$ cat config.mk
export PLATFORM = sky130hd
export DESIGN_NAME = partitioned_state_digest
export DESIGN_NICKNAME = d
export VERILOG_FILES = /design/src/rtl/psd_pkg.sv /design/src/rtl/partitioned_state_digest.sv /design/src/rtl/psd_mul.sv /design/src/rtl/psd_cmd_fifo.sv /design/src/rtl/psd_front.sv /design/src/rtl/psd_back.sv
export SDC_FILE = /design/constraint.sdc
export NUM_CORES = 2
export LEC_CHECK = 0
export BUFFER_PORTS_ARGS = -buffer_cell sky130_fd_sc_hd__buf_2
export CORE_MARGIN = 2
export CORE_UTILIZATION = 45
export DETAILED_ROUTE_END_ITERATION = 10
export GPL_TIMING_DRIVEN = 0
export MAX_ROUTING_LAYER = met4
export SLEW_MARGIN = 20
export SYNTH_ARGS = -nofsm -noshare
export SYNTH_HDL_FRONTEND = slang
export SYNTH_SLANG_ARGS = --single-unit
$ cat constraint.sdc
create_clock -name clk -period 11.3 [get_ports clk]
set_clock_uncertainty 0.2 [all_clocks]
set_input_delay 2.26 -clock clk [delete_from_list [all_inputs] [get_ports clk]]
set_output_delay 2.26 -clock clk [all_outputs]
set_load 0.05 [all_outputs]
$ cat src/rtl/psd_pkg.sv
// shared types, constants and helpers of the partitioned state digest
`default_nettype none

package psd_pkg;

	// configuration port geometry and register indexes
	localparam int REG_W     = 24;
	localparam int CFG_IDX_W = 2;

	localparam logic [CFG_IDX_W-1:0] CFG_IMAGE_LENGTH      = 2'd0;
	localparam logic [CFG_IDX_W-1:0] CFG_FIRST_REGION_END  = 2'd1;
	localparam logic [CFG_IDX_W-1:0] CFG_SECOND_REGION_END = 2'd2;

	// region ends are moved past the length prefix
	localparam int BOUND_PAD = 4;
	// images below this length report all zeros
	localparam int SHORT_LEN = 4;

	// hash constants
	localparam logic [63:0] MUL_A   = 64'h9E37_79B9_7F4A_7C15;
	localparam logic [63:0] MUL_B   = 64'hD6E8_FEB8_6659_FD93;
	localparam logic [63:0] SEED_R0 = 64'h6E65_735F_6370_7500;
	localparam logic [63:0] SEED_R1 = 64'h6E65_735F_7070_7500;
	localparam logic [63:0] SEED_R2 = 64'h6E65_735F_6170_7500;
	localparam logic [63:0] SEED_W  = 64'h6E65_735F_6D73_7400;
	localparam int MIX_SHIFT  = 29;
	localparam int FOLD_SHIFT = 32;

	// hash operations carried from the front to the back
	typedef enum logic [1:0] {
		OP_SEED = 2'd0,
		OP_MIX  = 2'd1,
		OP_FIN  = 2'd2
	} op_t;

	// which hash an operation works on
	typedef enum logic [1:0] {
		TGT_R0 = 2'd0,
		TGT_R1 = 2'd1,
		TGT_R2 = 2'd2,
		TGT_W  = 2'd3
	} tgt_t;

	// one queued hash command
	typedef struct packed {
		op_t         op;
		tgt_t        tgt;
		logic        short_image;
		logic [63:0] word;
	} cmd_t;

	// per-hash seed value
	function automatic logic [63:0] seed_of(input tgt_t tgt);
		logic [63:0] s;
		unique case (tgt)
			TGT_R0: s = SEED_R0;
			TGT_R1: s = SEED_R1;
			TGT_R2: s = SEED_R2;
			TGT_W:  s = SEED_W;
		endcase
		return s;
	endfunction

endpackage

`default_nettype wire

$ cat src/rtl/partitioned_state_digest.sv
// top level of the partitioned state digest
`default_nettype none

// Streams an image in one byte per transaction on push/full and keeps four
// 64-bit multiply/xorshift hashes: one over the whole image and one for each
// of three consecutive regions whose ends come from the configuration
// registers (each end plus four, clamped to the image length). After the
// last byte of an image one digest transaction appears on the result side
// (empty/pop); images shorter than four bytes report all zeros. A
// configuration write restarts the image in progress. The front takes a byte
// without stalling unless it starts or ends an image, completes a hash word or
// crosses a region end; each seed, word mix or finalize then goes through a
// four-entry command queue to the back, which runs it on one shared 32x32
// multiplier (three partial products per 64-bit multiply). The first byte
// of an image adds two seeds, each region end adds a finalize and a seed
// (plus a tail mix when the region stops mid-word), and the image end adds
// the finalizes and seeds of the regions still open and the whole-image
// finalize (plus its tail mix). There is no clearing pass after reset.
module partitioned_state_digest #(
	parameter int LENGTH_BITS = 24
) (
	input  wire logic                          clk,
	input  wire logic                          arst_n,
	input  wire logic                          push,
	output logic                               full,
	input  wire logic [7:0]                    data_byte,
	output logic                               empty,
	input  wire logic                          pop,
	output logic [31:0]                        first_region_digest,
	output logic [31:0]                        second_region_digest,
	output logic [31:0]                        third_region_digest,
	output logic [31:0]                        whole_digest,
	input  wire logic                          cfg_valid,
	output logic                               cfg_ready,
	input  wire logic [psd_pkg::CFG_IDX_W-1:0] cfg_index,
	input  wire logic [psd_pkg::REG_W-1:0]     cfg_data
);
	import psd_pkg::*;

	cmd_t        cmd, q_head;
	logic        cmd_valid, cmd_full, q_empty, q_pop;
	logic        mul_start, mul_done;
	logic [63:0] mul_a, mul_b, mul_product;

	// byte intake and command issue
	psd_front #(
		.LENGTH_BITS(LENGTH_BITS)
	) u_front (
		.clk       (clk),
		.arst_n    (arst_n),
		.push      (push),
		.full      (full),
		.data_byte (data_byte),
		.cfg_valid (cfg_valid),
		.cfg_ready (cfg_ready),
		.cfg_index (cfg_index),
		.cfg_data  (cfg_data),
		.cmd_valid (cmd_valid),
		.cmd       (cmd),
		.cmd_full  (cmd_full)
	);

	// decoupling queue
	psd_cmd_fifo u_fifo (
		.clk    (clk),
		.arst_n (arst_n),
		.push   (cmd_valid),
		.din    (cmd),
		.full   (cmd_full),
		.pop    (q_pop),
		.dout   (q_head),
		.empty  (q_empty)
	);

	// hash execution
	psd_back u_back (
		.clk                  (clk),
		.arst_n               (arst_n),
		.q_empty              (q_empty),
		.q_head               (q_head),
		.q_pop                (q_pop),
		.mul_start            (mul_start),
		.mul_a                (mul_a),
		.mul_b                (mul_b),
		.mul_done             (mul_done),
		.mul_product          (mul_product),
		.empty                (empty),
		.pop                  (pop),
		.first_region_digest  (first_region_digest),
		.second_region_digest (second_region_digest),
		.third_region_digest  (third_region_digest),
		.whole_digest         (whole_digest)
	);

	// shared multiplier
	psd_mul u_mul (
		.clk     (clk),
		.arst_n  (arst_n),
		.start   (mul_start),
		.a       (mul_a),
		.b       (mul_b),
		.done    (mul_done),
		.product (mul_product)
	);

endmodule

`default_nettype wire

$ cat src/rtl/psd_mul.sv
// 64 by 64 bit low-half multiplier built on one shared 32 by 32 multiplier
`default_nettype none

module psd_mul (
	input  wire logic        clk,
	input  wire logic        arst_n,
	input  wire logic        start,
	input  wire logic [63:0] a,
	input  wire logic [63:0] b,
	output logic             done,
	output logic [63:0]      product
);
	import psd_pkg::*;

	typedef enum logic [4:0] {
		M_IDLE = 5'b00001,
		M_LL   = 5'b00010,
		M_LH   = 5'b00100,
		M_HL   = 5'b01000,
		M_ACC  = 5'b10000
	} mstate_t;

	mstate_t     state_q, state_d;
	logic        done_q;
	logic [63:0] a_q, b_q, pp_q, acc_q;
	logic [31:0] mx, my;
	logic [63:0] mprod;

	// partial product operand selection
	assign mx    = (state_q == M_HL) ? a_q[63:32] : a_q[31:0];
	assign my    = (state_q == M_LH) ? b_q[63:32] : b_q[31:0];
	assign mprod = mx * my;

	// step sequence: low*low, low*high, high*low
	always_comb begin
		state_d = state_q;
		unique case (state_q)
			M_IDLE: if (start) state_d = M_LL;
			M_LL:   state_d = M_LH;
			M_LH:   state_d = M_HL;
			M_HL:   state_d = M_ACC;
			M_ACC:  state_d = M_IDLE;
			default: state_d = M_IDLE;
		endcase
	end

	always_ff @(posedge clk or negedge arst_n) begin
		if (!arst_n) begin
			state_q <= M_IDLE;
			done_q  <= 1'b0;
		end else begin
			state_q <= state_d;
			done_q  <= (state_q == M_ACC);
		end
	end

	// operands, product register and accumulator
	always_ff @(posedge clk) begin
		if (state_q == M_IDLE && start) begin
			a_q <= a;
			b_q <= b;
		end
		pp_q <= mprod;
		if (state_q == M_LH) begin
			acc_q <= pp_q;
		end else if (state_q == M_HL || state_q == M_ACC) begin
			acc_q[63:32] <= acc_q[63:32] + pp_q[31:0];
		end
	end

	assign done    = done_q;
	assign product = acc_q;

	a_start_idle: assert property (@(posedge clk) disable iff (!arst_n)
		start |-> (state_q == M_IDLE))
		else $error("multiply started while busy");

endmodule

`default_nettype wire

$ cat src/rtl/psd_cmd_fifo.sv
// four-entry command queue between the front and the back
`default_nettype none

module psd_cmd_fifo (
	input  wire logic          clk,
	input  wire logic          arst_n,
	input  wire logic          push,
	input  wire psd_pkg::cmd_t din,
	output logic               full,
	input  wire logic          pop,
	output psd_pkg::cmd_t      dout,
	output logic               empty
);
	import psd_pkg::*;

	localparam int DEPTH = 4;
	localparam int PW    = $clog2(DEPTH);

	cmd_t          mem_q [DEPTH];
	logic [PW-1:0] wr_ptr_q, rd_ptr_q;
	logic [PW:0]   count_q;
	logic          push_ok, pop_ok;

	assign full    = (count_q == (PW+1)'(DEPTH));
	assign empty   = (count_q == '0);
	assign push_ok = push && !full;
	assign pop_ok  = pop && !empty;
	assign dout    = mem_q[rd_ptr_q];

	// pointers and fill count
	always_ff @(posedge clk or negedge arst_n) begin
		if (!arst_n) begin
			wr_ptr_q <= '0;
			rd_ptr_q <= '0;
			count_q  <= '0;
		end else begin
			if (push_ok) wr_ptr_q <= wr_ptr_q + PW'(1);
			if (pop_ok) rd_ptr_q <= rd_ptr_q + PW'(1);
			unique case ({push_ok, pop_ok})
				2'b10:   count_q <= count_q + (PW+1)'(1);
				2'b01:   count_q <= count_q - (PW+1)'(1);
				default: count_q <= count_q;
			endcase
		end
	end

	// entry storage
	always_ff @(posedge clk) begin
		if (push_ok) mem_q[wr_ptr_q] <= din;
	end

	a_pop_nonempty: assert property (@(posedge clk) disable iff (!arst_n)
		pop |-> !empty)
		else $error("command popped from empty queue");

	a_push_fills: assert property (@(posedge clk) disable iff (!arst_n)
		push_ok |=> !empty)
		else $error("queue empty after a write");

endmodule

`default_nettype wire

$ cat src/rtl/psd_front.sv
// byte intake, region tracking, word assembly and hash command issue
`default_nettype none

module psd_front #(
	parameter int LENGTH_BITS = 24
) (
	input  wire logic                          clk,
	input  wire logic                          arst_n,
	input  wire logic                          push,
	output logic                               full,
	input  wire logic [7:0]                    data_byte,
	input  wire logic                          cfg_valid,
	output logic                               cfg_ready,
	input  wire logic [psd_pkg::CFG_IDX_W-1:0] cfg_index,
	input  wire logic [psd_pkg::REG_W-1:0]     cfg_data,
	output logic                               cmd_valid,
	output psd_pkg::cmd_t                      cmd,
	input  wire logic                          cmd_full
);
	import psd_pkg::*;

	localparam int LB = LENGTH_BITS;
	localparam int BW = ((LB > REG_W) ? LB : REG_W) + 1;

	typedef enum logic [10:0] {
		F_IDLE   = 11'b000_0000_0001,
		F_SEED_W = 11'b000_0000_0010,
		F_SEED_R = 11'b000_0000_0100,
		F_CHECK  = 11'b000_0000_1000,
		F_MIX_W  = 11'b000_0001_0000,
		F_MIX_R  = 11'b000_0010_0000,
		F_TAIL_R = 11'b000_0100_0000,
		F_FIN_R  = 11'b000_1000_0000,
		F_END    = 11'b001_0000_0000,
		F_TAIL_W = 11'b010_0000_0000,
		F_FIN_W  = 11'b100_0000_0000
	} fstate_t;

	// configuration registers
	logic [REG_W-1:0] image_length_q, first_end_q, second_end_q;
	logic             cfg_hit, settle_q;

	// derived bounds
	logic [BW-1:0] len_ext, tot_c, sum1, sum2, e1_c, e2_c;
	logic [LB-1:0] tot_q, e1_q, e2_q, n0_q, n1_q, n2_q;
	logic          short_q;

	// sequencer and position state
	fstate_t       state_q, state_d;
	logic [LB-1:0] p_q;
	logic [1:0]    r_q;
	logic [2:0]    roff_q;
	logic          ending_q, mixr_pend_q;
	logic [7:0]    byte_q, cur_byte;
	logic [63:0]   wword_q, rword_q;

	logic          accept, adv_need, last, mixw, mixr;
	logic          do_merge, p_inc, p_clr, r_inc, set_end, pushed;
	logic [LB-1:0] cur_end, cur_len;
	tgt_t          cur_tgt;
	fstate_t       after_merge, adv_state;

	function automatic logic [63:0] merge_byte(input logic [63:0] word,
		input logic [2:0] off, input logic [7:0] b);
		logic [63:0] w;
		w = (off == 3'd0) ? 64'd0 : word;
		w[{off, 3'b000} +: 8] = b;
		return w;
	endfunction

	function automatic tgt_t region_tgt(input logic [1:0] r);
		tgt_t t;
		if (r == 2'd0) t = TGT_R0;
		else if (r == 2'd1) t = TGT_R1;
		else t = TGT_R2;
		return t;
	endfunction

	// configuration write decode
	assign cfg_ready = 1'b1;
	assign cfg_hit   = cfg_valid && (cfg_index == CFG_IMAGE_LENGTH ||
		cfg_index == CFG_FIRST_REGION_END || cfg_index == CFG_SECOND_REGION_END);

	always_ff @(posedge clk or negedge arst_n) begin
		if (!arst_n) begin
			image_length_q <= REG_W'(1);
			first_end_q    <= '0;
			second_end_q   <= '0;
		end else if (cfg_valid) begin
			unique case (cfg_index)
				CFG_IMAGE_LENGTH:      image_length_q <= cfg_data;
				CFG_FIRST_REGION_END:  first_end_q    <= cfg_data;
				CFG_SECOND_REGION_END: second_end_q   <= cfg_data;
				default: ;
			endcase
		end
	end

	// region bounds: clamp ends to the image length
	always_comb begin
		len_ext = BW'(image_length_q) & BW'({LB{1'b1}});
		tot_c   = (len_ext == '0) ? BW'(1) : len_ext;
		sum2    = BW'(second_end_q) + BW'(BOUND_PAD);
		e2_c    = (sum2 > tot_c) ? tot_c : sum2;
		sum1    = BW'(first_end_q) + BW'(BOUND_PAD);
		e1_c    = (sum1 > e2_c) ? e2_c : sum1;
	end

	always_ff @(posedge clk) begin
		tot_q   <= tot_c[LB-1:0];
		e1_q    <= e1_c[LB-1:0];
		e2_q    <= e2_c[LB-1:0];
		n0_q    <= e1_c[LB-1:0];
		n1_q    <= LB'(e2_c - e1_c);
		n2_q    <= LB'(tot_c - e2_c);
		short_q <= (tot_c < BW'(SHORT_LEN));
	end

	// current region view
	always_comb begin
		cur_tgt = region_tgt(r_q);
		if (r_q == 2'd0) begin
			cur_end = e1_q;
			cur_len = n0_q;
		end else if (r_q == 2'd1) begin
			cur_end = e2_q;
			cur_len = n1_q;
		end else begin
			cur_end = tot_q;
			cur_len = n2_q;
		end
	end

	assign full      = (state_q != F_IDLE) || settle_q;
	assign accept    = push && !full;
	assign cur_byte  = (state_q == F_IDLE) ? data_byte : byte_q;
	assign adv_need  = (r_q != 2'd2) && (p_q >= cur_end);
	assign last      = (p_q == tot_q - LB'(1));
	assign mixw      = (p_q[2:0] == 3'd7);
	assign mixr      = (roff_q == 3'd7);
	assign pushed    = cmd_valid && !cmd_full;
	assign adv_state = (roff_q != 3'd0) ? F_TAIL_R : F_FIN_R;

	always_comb begin
		if (mixw) after_merge = F_MIX_W;
		else if (mixr) after_merge = F_MIX_R;
		else if (last) after_merge = F_END;
		else after_merge = F_IDLE;
	end

	// command sequencer
	always_comb begin
		state_d   = state_q;
		cmd_valid = 1'b0;
		cmd       = '{op: OP_MIX, tgt: TGT_W, short_image: 1'b0, word: 64'd0};
		do_merge  = 1'b0;
		p_inc     = 1'b0;
		p_clr     = 1'b0;
		r_inc     = 1'b0;
		set_end   = 1'b0;
		unique case (state_q)
			F_IDLE, F_CHECK: begin
				if (state_q == F_CHECK || (accept && p_q != '0)) begin
					if (adv_need) begin
						state_d = adv_state;
					end else begin
						do_merge = 1'b1;
						state_d  = after_merge;
						p_inc    = (after_merge == F_IDLE);
					end
				end else if (accept) begin
					state_d = F_SEED_W;
				end
			end
			F_SEED_W: begin
				cmd_valid = 1'b1;
				cmd       = '{op: OP_SEED, tgt: TGT_W, short_image: 1'b0,
					word: 64'(tot_q)};
				if (pushed) state_d = F_SEED_R;
			end
			F_SEED_R: begin
				cmd_valid = 1'b1;
				cmd       = '{op: OP_SEED, tgt: cur_tgt, short_image: 1'b0,
					word: 64'(cur_len)};
				if (pushed) state_d = ending_q ? F_END : F_CHECK;
			end
			F_MIX_W: begin
				cmd_valid = 1'b1;
				cmd.word  = wword_q;
				if (pushed) begin
					if (mixr_pend_q) state_d = F_MIX_R;
					else if (last) state_d = F_END;
					else begin
						state_d = F_IDLE;
						p_inc   = 1'b1;
					end
				end
			end
			F_MIX_R, F_TAIL_R: begin
				cmd_valid = 1'b1;
				cmd.tgt   = cur_tgt;
				cmd.word  = rword_q;
				if (pushed) begin
					if (state_q == F_TAIL_R) state_d = F_FIN_R;
					else if (last) state_d = F_END;
					else begin
						state_d = F_IDLE;
						p_inc   = 1'b1;
					end
				end
			end
			F_FIN_R: begin
				cmd_valid = 1'b1;
				cmd.op    = OP_FIN;
				cmd.tgt   = cur_tgt;
				if (pushed) begin
					if (r_q != 2'd2) begin
						r_inc   = 1'b1;
						state_d = F_SEED_R;
					end else begin
						state_d = (p_q[2:0] != 3'd7) ? F_TAIL_W : F_FIN_W;
					end
				end
			end
			F_END: begin
				set_end = 1'b1;
				state_d = adv_state;
			end
			F_TAIL_W: begin
				cmd_valid = 1'b1;
				cmd.word  = wword_q;
				if (pushed) state_d = F_FIN_W;
			end
			F_FIN_W: begin
				cmd_valid        = 1'b1;
				cmd.op           = OP_FIN;
				cmd.short_image  = short_q;
				if (pushed) begin
					state_d = F_IDLE;
					p_clr   = 1'b1;
				end
			end
			default: state_d = F_IDLE;
		endcase
	end

	// control state; a configuration write restarts the image
	always_ff @(posedge clk or negedge arst_n) begin
		if (!arst_n) begin
			state_q     <= F_IDLE;
			settle_q    <= 1'b1;
			p_q         <= '0;
			r_q         <= '0;
			roff_q      <= '0;
			ending_q    <= 1'b0;
			mixr_pend_q <= 1'b0;
		end else begin
			settle_q <= cfg_hit;
			if (cfg_hit) begin
				state_q  <= F_IDLE;
				p_q      <= '0;
				ending_q <= 1'b0;
			end else begin
				state_q <= state_d;
				if (p_inc) p_q <= p_q + LB'(1);
				if (p_clr) begin
					p_q      <= '0;
					ending_q <= 1'b0;
				end
				if (accept && p_q == '0) begin
					r_q      <= '0;
					roff_q   <= '0;
					ending_q <= 1'b0;
				end
				if (do_merge) begin
					roff_q      <= roff_q + 3'd1;
					mixr_pend_q <= mixr;
				end
				if (r_inc) begin
					r_q    <= r_q + 2'd1;
					roff_q <= '0;
				end
				if (set_end) ending_q <= 1'b1;
			end
		end
	end

	// byte latch and word assembly
	always_ff @(posedge clk) begin
		if (accept) byte_q <= data_byte;
		if (do_merge) begin
			wword_q <= merge_byte(wword_q, p_q[2:0], cur_byte);
			rword_q <= merge_byte(rword_q, roff_q, cur_byte);
		end
	end

endmodule

`default_nettype wire

$ cat src/rtl/psd_back.sv
// hash state, command execution and result register
`default_nettype none

module psd_back (
	input  wire logic          clk,
	input  wire logic          arst_n,
	input  wire logic          q_empty,
	input  wire psd_pkg::cmd_t q_head,
	output logic               q_pop,
	output logic               mul_start,
	output logic [63:0]        mul_a,
	output logic [63:0]        mul_b,
	input  wire logic          mul_done,
	input  wire logic [63:0]   mul_product,
	output logic               empty,
	input  wire logic          pop,
	output logic [31:0]        first_region_digest,
	output logic [31:0]        second_region_digest,
	output logic [31:0]        third_region_digest,
	output logic [31:0]        whole_digest
);
	import psd_pkg::*;

	typedef enum logic [2:0] {
		B_IDLE = 3'b001,
		B_WAIT = 3'b010,
		B_OUT  = 3'b100
	} bstate_t;

	bstate_t     state_q, state_d;
	cmd_t        cmd_q;
	logic        out_valid_q, out_load, short_q;
	logic [63:0] whole_h_q, region_h_q, hsel, seeded, mixed, fin;
	logic [31:0] held_first_q, held_second_q, third_q, whole_q, digest;
	logic [31:0] out_first_q, out_second_q, out_third_q, out_whole_q;

	// multiplier operand for the command at the queue head
	always_comb begin
		hsel = (q_head.tgt == TGT_W) ? whole_h_q : region_h_q;
		unique case (q_head.op)
			OP_MIX:  mul_a = hsel ^ q_head.word;
			OP_FIN:  mul_a = hsel ^ (hsel >> FOLD_SHIFT);
			default: mul_a = q_head.word;
		endcase
		mul_b = (q_head.op == OP_FIN) ? MUL_B : MUL_A;
	end

	assign mul_start = (state_q == B_IDLE) && !q_empty;
	assign q_pop     = mul_start;

	// post-multiply results
	always_comb begin
		seeded = seed_of(cmd_q.tgt) ^ mul_product;
		mixed  = mul_product ^ (mul_product >> MIX_SHIFT);
		fin    = mul_product ^ (mul_product >> FOLD_SHIFT);
		digest = fin[31:0] ^ fin[63:32];
	end

	assign out_load = (state_q == B_OUT) && (!out_valid_q || pop);

	always_comb begin
		state_d = state_q;
		unique case (state_q)
			B_IDLE: if (!q_empty) state_d = B_WAIT;
			B_WAIT: begin
				if (mul_done) begin
					state_d = (cmd_q.op == OP_FIN && cmd_q.tgt == TGT_W) ? B_OUT : B_IDLE;
				end
			end
			B_OUT: if (out_load) state_d = B_IDLE;
			default: state_d = B_IDLE;
		endcase
	end

	always_ff @(posedge clk or negedge arst_n) begin
		if (!arst_n) begin
			state_q     <= B_IDLE;
			out_valid_q <= 1'b0;
		end else begin
			state_q <= state_d;
			if (out_load) out_valid_q <= 1'b1;
			else if (pop) out_valid_q <= 1'b0;
		end
	end

	// hash registers and held digests
	always_ff @(posedge clk) begin
		if (q_pop) cmd_q <= q_head;
		if (state_q == B_WAIT && mul_done) begin
			unique case (cmd_q.op)
				OP_SEED: begin
					if (cmd_q.tgt == TGT_W) whole_h_q <= seeded;
					else region_h_q <= seeded;
				end
				OP_MIX: begin
					if (cmd_q.tgt == TGT_W) whole_h_q <= mixed;
					else region_h_q <= mixed;
				end
				OP_FIN: begin
					unique case (cmd_q.tgt)
						TGT_R0: held_first_q  <= digest;
						TGT_R1: held_second_q <= digest;
						TGT_R2: third_q       <= digest;
						TGT_W: begin
							whole_q <= digest;
							short_q <= cmd_q.short_image;
						end
					endcase
				end
				default: ;
			endcase
		end
		if (out_load) begin
			out_first_q  <= short_q ? 32'd0 : held_first_q;
			out_second_q <= short_q ? 32'd0 : held_second_q;
			out_third_q  <= short_q ? 32'd0 : third_q;
			out_whole_q  <= short_q ? 32'd0 : whole_q;
		end
	end

	assign empty                = !out_valid_q;
	assign first_region_digest  = out_first_q;
	assign second_region_digest = out_second_q;
	assign third_region_digest  = out_third_q;
	assign whole_digest         = out_whole_q;

	a_done_in_wait: assert property (@(posedge clk) disable iff (!arst_n)
		mul_done |-> (state_q == B_WAIT))
		else $error("multiply finished with no command waiting");

endmodule

`default_nettype wire
==> results.ini <==
[setup_path]
endpoint_kind=register
start_kind=register
crit_fanout=11
reg2reg_depth=34
crit_type=reg2reg
arrival_ns=11.42
cp_slowest_cell=fa_1
slowest_delay_ns=0.64
cp_common_cell=fa_1
required_ns=11.73

[layout]
regArea_um2=35000
fin_nets=8881
drive_above_1_share_pct=10.63
multiInputGateArea_um2=43500
syn_to_final_growth_pct=11.83
n_fill_cell=16400
instances_no_fill=10100
final_core_util_pct=50.52

[sta]
rsz0062_at_grt=no
fmax_ghz=0.09096
setup_viol=0
finalHoldViolations=0
maxSlewHeadroom_pct=17.08
setup-tns-final_ns=0
setup_ws_ns=0.3067
finalCriticalPeriod_ns=10.99
slew_viol_final=0
tightestPinTransition_ns=1.244
fin_crit_sh_pct=97.29

[floorplan]
core-area_um2=184800
io_pins=170
rows=158
die_h_um=434.8
dieArea_um2=189000
start_util_pct=45.18
die_x_um=434.8

[route]
viasPerCell=5.523
drtIter0Drc=5471
wire_per_inst_um=26.22
wl_met2_um=124600
routed_wl_um=264900
drc=0
firstDrtPassIters=6
routed-wl-met3_um=18590
routed-via-count=55790
dr.max_layer_used=met4
wirelength_met1_um=107700
ant_nets=0

[cts]
clk_pin_slew_worst_paths_ns=0.06
root_buffer=clkbuf_16
htreeDepth=4
clk_latency_ns=0.77
cts.sinks=1249
tritoncts=done
ctsLongestPathBuffers=3
cts_buffers=130

[place]
place_inst=9818
place_ws_ns=-2.521
place_congestion=1.028
hpwl_um=216600
numPortBuffers=168

[logic_synthesis]
netlist_instances=7117
seq_area_frac_synth_pct=41.91
synth.distinct_cells=84
synth_area_um2=83500
syn_avg_cell_area_um2=11.73
synth_top_area_share_pct=33.52
synth.area.top_cells=edfxtp_1 34%, fa_1 21%, ha_1 6.9%
yosys_warnings=0
synth_top_area_cell=edfxtp_1
synth_ff_type=edfxtp_1
ys_ff_latch=1249
synth-edff-count=932
ys_async_sr_fraction_pct=10.57

[global_route]
antenna_found_initial=11
grt_pass1_wl_um=382700
grt_use_total_pct=28.71
grt_overflow=0
grt_max_degree=73
grt_pass1_vias=56720

[job]
drv_cap=0

[min_path]
hp-class=reg2reg
hold_depth=0

[status]
status=finished, final reports clean

==> critical path, delay by kind of cell (launching register included) <==
| kind | cells | cell delay, ns |
|---|---|---|
| buffers and inverters | 8 | 1.35 |
| AOI/OAI and AO/OA | 8 | 2.05 |
| adders and majority gates | 9 | 4.66 |
| DFF | 1 | 0.44 |
| and+or+nand+nor | 9 | 2.10 |
==> kinds of logic after synthesis <==
logic type / after synthesis / synth area share, %
and+or+nand+nor: 1550 / 8.731
buffers and inverters: 1456 / 6.594
adders and majority gates: 1331 / 27.76
DFF: 1249 / 41.91
AOI/OAI and AO/OA: 941 / 7.195
muxes: 299 / 4.763
xor gates and xnor gates: 290 / 3.042
other: 1 / 0.004491
==> sequential cells by signal, indices dropped and copies added (netlist names), 32 cells and up <==
name and count:
u_front.wword_q 64, u_back.held_second_q 32, u_fifo.mem_q 276, u_back.whole_q 32, u_back.first_region_digest 32, u_mul.pp_q 64
u_back.held_first_q 32, u_back.whole_h_q 64, u_back.third_region_digest 32, u_front.rword_q 64, u_back.third_q 32, u_back.region_h_q 64
u_back.whole_digest 32, u_mul.product 64, u_mul.a_q 64, u_back.second_region_digest 32
==> final timing paths <==
check                                 start                       to  slack, ns
setup / recovery           u_mul.state_q[4]           u_mul.pp_q[62]       0.31
hold / removal               u_mul.pp_q[15]        u_mul.product[15]       0.25
setup reg to reg           u_mul.state_q[4]           u_mul.pp_q[62]       0.31
hold reg to reg              u_mul.pp_q[15]        u_mul.product[15]       0.25
max in group asynchronous            arst_n        u_back.state_q[0]       8.76
min in group asynchronous            arst_n  u_front.second_end_q[4]       1.23
==> area by class of cell <==
| class | instances | area share (%) |
|---|---|---|
| clock buffers | 186 | 4.008 |
| multi-input cells | 4413 | 46.58 |
| diodes | 7 | 0.01876 |
| well taps | 2480 | 3.323 |
| inverters | 1188 | 4.825 |
| flip-flops and latches | 1249 | 37.48 |
| clock inverters | 49 | 0.5453 |
| repair buffers | 262 | 2.010 |
| plain buffers | 267 | 1.205 |
==> metal layers <==
layer  global-route usage (%)  up-vias
li1                         -    24630
met1                    36.93    28320
met2                    45.18     2284
met3                    4.460      560
met4                    12.61        0
met5                        -        -
==> cell usage after synthesis (6+ instances only) <==
cell type and count:
nand4_1 35, dfrtp_1 127, o211ai_1 11, a221o_1 24, nor3b_1 9, mux2_2 97
mux2i_1 133, ha_1 462, nor4b_1 6, buf_2 6, a22o_1 43, o21bai_1 14
xor2_1 77, o21ai_0 275, nor3_1 94, a31oi_1 14, clkbuf_1 234, and3_1 44
nor2b_1 155, fa_1 869, o221ai_1 34, o21a_1 30, a211oi_1 24, edfxtp_1 932
o31ai_1 6, a21oi_1 251, o22ai_1 36, nand2_1 493, inv_1 1184, mux4_2 69
or3_1 41, xnor2_1 213, a21boi_0 19, nand2b_1 58, a21o_1 76, nor4_1 17
nand3b_1 9, nor2_1 434, nand3_1 93, dfxtp_1 185, o32a_1 33, buf_1 22
and2_1 20, or2_2 11, and4_1 9
==> through the flow <==
| stage | area [µm²] | hold slack [ns] |
|---|---|---|
| 6_report | 93380 | 0.2530 |
| 5_1_grt | 93370 | 0.2612 |
| 4_1_cts | 92920 | 0.2454 |
| 3_5_place_dp | 88240 | 0.2268 |
| 3_3_place_gp | 87450 | 0.2322 |
| 2_1_floorplan | 83510 | 0.2003 |
==> placed cells by master (no fill, tap or decap), types with 155 or more instances in the layout <==
| cell | count |
|---|---|
| a21oi_1 | 246 |
| buf_2 | 176 |
| clkbuf_1 | 240 |
| dfxtp_1 | 185 |
| edfxtp_1 | 932 |
| fa_1 | 869 |
| ha_1 | 462 |
| inv_1 | 1172 |
| nand2_1 | 471 |
| nor2_1 | 422 |
| nor2b_1 | 155 |
| o21ai_0 | 266 |
| xnor2_1 | 213 |
==> what timing repair did <==
item | CTS | global route
pin swaps | 2 | 2
resized for setup | 68 | 91
setup buffers | 18 | 24
endpoints found under the setup margin | 34 | 19
hold buffers | 0 | 0
Power is not shown: default switching activity piles up to over one toggle a cycle in this logic, so the estimate is an artifact.
